`src/rtl/multi_reader_ring_buffer_assert.svh`:
```
// ----------------------------------------------------------------------------
// multi reader ring buffer assertion macros
// concurrent assertion wrappers, compiled out when ASSERT_OFF is set
// ----------------------------------------------------------------------------
`ifndef MULTI_READER_RING_BUFFER_ASSERT_SVH
`define MULTI_READER_RING_BUFFER_ASSERT_SVH

`ifndef ASSERT_OFF
`define MRRB_ASSERT(lbl, clk, rst_n, prop, msg) \
    lbl: assert property (@(posedge clk) disable iff (!rst_n) prop) else $error(msg);
`define MRRB_ASSERT_ALWAYS(lbl, clk, prop, msg) \
    lbl: assert property (@(posedge clk) prop) else $error(msg);
`else
`define MRRB_ASSERT(lbl, clk, rst_n, prop, msg)
`define MRRB_ASSERT_ALWAYS(lbl, clk, prop, msg)
`endif

`endif

```
`src/rtl/mrrb_pkg.sv`:
```
// ----------------------------------------------------------------------------
// mrrb_pkg
// shared codes, state type and memory control struct of the broadcast ring
// ----------------------------------------------------------------------------
package mrrb_pkg;

    localparam int OP_W   = 3;
    localparam int ID_W   = 16;
    localparam int BYTE_W = 8;
    localparam int CNT_W  = 7;

    typedef enum logic [OP_W-1:0] {
        OP_WRITE    = 3'd0,
        OP_READ     = 3'd1,
        OP_FLUSH    = 3'd2,
        OP_FORK     = 3'd3,
        OP_CLOSE_RD = 3'd4,
        OP_CLOSE_WR = 3'd5,
        OP_CREATE   = 3'd6,
        OP_NONE     = 3'd7
    } t_op;

    typedef enum logic [2:0] {
        STS_OK      = 3'd0,
        STS_CLOSED  = 3'd1,
        STS_UNKNOWN = 3'd2,
        STS_FULL    = 3'd3,
        STS_NOTHING = 3'd4
    } t_status;

    typedef enum logic [2:0] {
        S_IDLE,
        S_LOOKUP,
        S_EXEC,
        S_RD_ISSUE,
        S_RD_EMIT,
        S_FLUSH,
        S_FLUSH_END,
        S_RESULT
    } t_state;

    typedef struct packed {
        logic wr_en;
        logic rd_en;
    } t_mem_ctl;

endpackage

```
`src/rtl/mrrb_slot_mem.sv`:
```
// ----------------------------------------------------------------------------
// mrrb_slot_mem
// slot table storage: owner id and read pointer per slot
// ----------------------------------------------------------------------------
module mrrb_slot_mem #(
    parameter int DEPTH = 8,
    parameter int PW = 12,
    localparam int AW = $clog2(DEPTH)
) (
    input  logic                       i_clk,
    input  mrrb_pkg::t_mem_ctl         i_ctl,
    input  logic [AW-1:0]              i_waddr,
    input  logic [mrrb_pkg::ID_W-1:0]  i_wowner,
    input  logic [PW-1:0]              i_wrp,
    input  logic [AW-1:0]              i_raddr,
    output logic [mrrb_pkg::ID_W-1:0]  o_rowner,
    output logic [PW-1:0]              o_rrp
);

    logic [mrrb_pkg::ID_W+PW-1:0] mem [DEPTH];
    logic [mrrb_pkg::ID_W+PW-1:0] r_rdata;

    always_ff @(posedge i_clk) begin
        if (i_ctl.wr_en) begin
            mem[i_waddr] <= {i_wowner, i_wrp};
        end
        if (i_ctl.rd_en) begin
            r_rdata <= mem[i_raddr];
        end
    end

    assign o_rowner = r_rdata[mrrb_pkg::ID_W+PW-1:PW];
    assign o_rrp    = r_rdata[PW-1:0];

endmodule

```
`config.mk`:
```
export PLATFORM = sky130hd
export DESIGN_NAME = mrrb_slot_mem
export DESIGN_NICKNAME = d
export VERILOG_FILES = /design/src/rtl/multi_reader_ring_buffer_assert.svh /design/src/rtl/mrrb_pkg.sv /design/src/rtl/mrrb_slot_mem.sv
export SDC_FILE = /design/constraint.sdc
export NUM_CORES = 1
export LEC_CHECK = 0
export BUFFER_PORTS_ARGS = -buffer_cell sky130_fd_sc_hd__buf_2
export CORE_MARGIN = 3
export CORE_UTILIZATION = 45
export CTS_BUF_LIST = sky130_fd_sc_hd__clkbuf_8
export CTS_CLUSTER_SIZE = 24
export DETAILED_ROUTE_END_ITERATION = 6
export PLACE_DENSITY = 0.59
export SYNTH_ARGS = -nofsm -noshare
export SYNTH_HDL_FRONTEND = slang
export SYNTH_SLANG_ARGS = --single-unit
```
`constraint.sdc`:
```
create_clock -name i_clk -period 4.5 [get_ports i_clk]
set_input_delay 0.45 -clock i_clk [delete_from_list [all_inputs] [get_ports i_clk]]
set_output_delay 0.45 -clock i_clk [all_outputs]
set_load 0.05 [all_outputs]
```
# Word-level counts from Yosys, hierarchy flattened
# Memory sizes are Yosys's and may differ from the RTL's. A register that Yosys moved wholly into a read port is not among the register bits.
# Index checks and enable logic that the tools add are counted.
[word_totals] regBits=0 out_inout_bits=28 memories=1 ramBits=224 wordCells=3 in_bits=37
[mem_list] name="mem" words=8 word_bits=28 read_ports=1 rd_ports_with_merged_regs=1 write_ports=1 line="mrrb_slot_mem.sv:20" source="logic [mrrb_pkg::ID_W+PW-1:0] mem [DEPTH];"
[classes] n_mux=2
[ops] cell="1-bit two-way mux" n=2

# Depth between registers and ports, before layout
[depth] ltp_word=2 mapped_depth=4 mapped_depth_nobuf=2

# Least setup slack after synthesis
# No wires, ideal clock.
[synth_timing] path_type="input to register" startpoint="input port i_waddr[2]" endpoint="memory mem[0][0] (netlist bit) (enable)" path_stages=2 arrival_time_ns=2.568 required_time_ns=4.052 setup_slack_ns=1.484 setup_ns=0.448 path_cell_list="nand2b_1 > nor3_1"
[synth_lines] item="start: declaration" line="mrrb_slot_mem.sv:12" source="input logic [AW-1:0] i_waddr,"
[synth_lines] item="end: declaration" line="mrrb_slot_mem.sv:20"
# Straight into the memory's write port.

==> metrics <==
flops & latches, synth 252; RSZ-0062 raised after global routing false; via count 3967; Post-Syn Instances 364; Synth cell types 11; standard-cell rows 52; initial antenna violation count 1; Mapped Area 0.009323 mm^2; total global-route track usage 15.57%; Std-Cell Core Area 0.02030 mm^2; IO Count 65; Hold WS 202.9 ps; Max-slew headroom 26.92%; R2R depth 2; Post-CTS Setup Bufs 0; max-slew violations 0; Port-buffer cells 64; R2R Setup Slk 3120 ps; Starting Density 45.93%; Worst Setup Start Kind input port; final setup TNS 0 ps; CP Max Fanout 50; Final min period 2136 ps; Hold Buf Count CTS 0; final worst path period share 47.47%; wire per inst 22.22 um; global-route wire length before repair 25.52 mm; peak supply drop 332.4 uV; worst hold path type in -> reg; Overflow after GRT 0; synth-to-layout area growth 14.84%; fraction of layout cells with a size suffix above 1 41.75%; clk_skew 10.00 ps; Slew @ Worst Pin 1094 ps; CTS Buf Count 39; Hold Path Cell Cnt 1; number of global-route vias before repair 4295; Mapped Nets 401; DRT Wirelength 16.91 mm; Required @ worst endpoint 4760 ps; # fillers 1605; Worst Setup End Kind flop; clock latency on the worst-skew pair 510 ps; CTS root buf clkbuf_8; most common cell after layout, fill and taps aside edfxtp_1; P_leak 3.530 nW; Setup CP Type in -> reg; Max Cap Viol 0; commonest non-fill, non-tap cells in the layout edfxtp_1, buf_2, mux4_2, clkbuf_8, mux2_2; DRC errors left 0; Final GP Congestion 0.6658; Antenna Nets Post-Route 0; Final setup viols 0; Max Root-Sink Buffers 3; via/cell ratio 5.213; Antenna Cells 0; DRT iter0 DRCs 203; H-Tree Depth 2; Power Density 440.7 mW/mm^2; DP HPWL 8.771 mm; Max Fclk 0.4681 GHz; Die ar. 0.02248 mm^2; DRT Pass-1 Iters 4; final hold vios 0; CTS clock-pin slew for the worst setup and hold paths 60 ps; worst path arrival time 2400 ps; clk sinks 252; # nets final 499; syn avg cell area 25.61 um^2; CTS tree built; Resized cells post-CTS 0; sequential fraction of the synthesis area 81.17%; die height 149.9 um; outcome finished, final reports clean; largest net degree at the start of global routing 51; die width 149.9 um; Ys Warns 0
==> final cells by class <==
cell class                 instances  area, um^2  share of cell area, %
tap                              270       337.8                  3.155
multi-input combinational         97        1713                  16.00
clock buffer                      41       564.3                  5.271
clock inverter                    29       141.4                  1.321
sequential                       252        7567                  70.68
timing repair buffer              72       382.9                  3.576
==> flip-flops by register name, summed over array words and instances, names as in the netlist <==
signal / cells
mem: 224
r_rdata: 28
==> cells in the mapped netlist <==
cell type  instances  area [um^2]
mux4_2            50         1126
nand2b_1           3        18.77
mux2_2            28        315.3
edfxtp_1         252         7567
nor3_1             2        10.01
nand2_1            2        7.510
nor2_1             6        22.52
buf_2              3        15.01
buf_6              5        56.30
clkbuf_1           7        26.28
mux4_1             6        157.7
==> where the power goes <==
group	total [mW]	internal [mW]	switching, mW	leakage (nW)
registers	2.70	2.68	0.0202	2.31
clock network	1.71	0.900	0.806	0.410
logic	0.310	0.114	0.195	0.811
==> metal layers <==
metal | vias to the layer above | track usage, % | wire length (um) | share of wire, %
li1 | 1767 | - | - | -
met1 | 2093 | 19.98 | 7068 | 42
met2 | 79 | 26.40 | 8763 | 52
met3 | 26 | 3.695 | 770 | 4.6
met4 | 2 | 5.124 | 288 | 1.7
met5 | - | 0 | 16 | 0.095
==> kinds of logic after synthesis <==
family                 synth area share [%]
multiplexers                          17.15
AND/OR/NAND/NOR                      0.6308
buffers and inverters                 1.047
flip-flops                            81.17
==> critical path, cell delays in order <==
cell,delay [ps]
buf_4,740
buf_4,330
mux4_1,560
mux2_2,270
==> through the flow <==
stage               instance area [um^2]  power [mW]  util (%)  setup slack (ps)  instances
finish                             10710       4.718     52.74              2364        761
global route                       10710       4.921     52.74              2194        761
CTS                                10710       4.781     52.74              2324        761
detailed placement                 10000       3.069     49.27              1768        691
global placement                   10000       3.059     49.27              1768        691
floorplan                           9323       2.960         -              1484        364
==> path summary, 6_finish.rpt <==
kind	to	startpoint
worst max-delay path	r_rdata[17]	i_raddr[0]
worst min register to register	r_rdata[27]	mem[5][27]
worst min-delay path	mem[6][19]	i_wowner[7]
worst max register to register	r_rdata[19]	mem[1][19]
(Power assumes the default switching activity.)
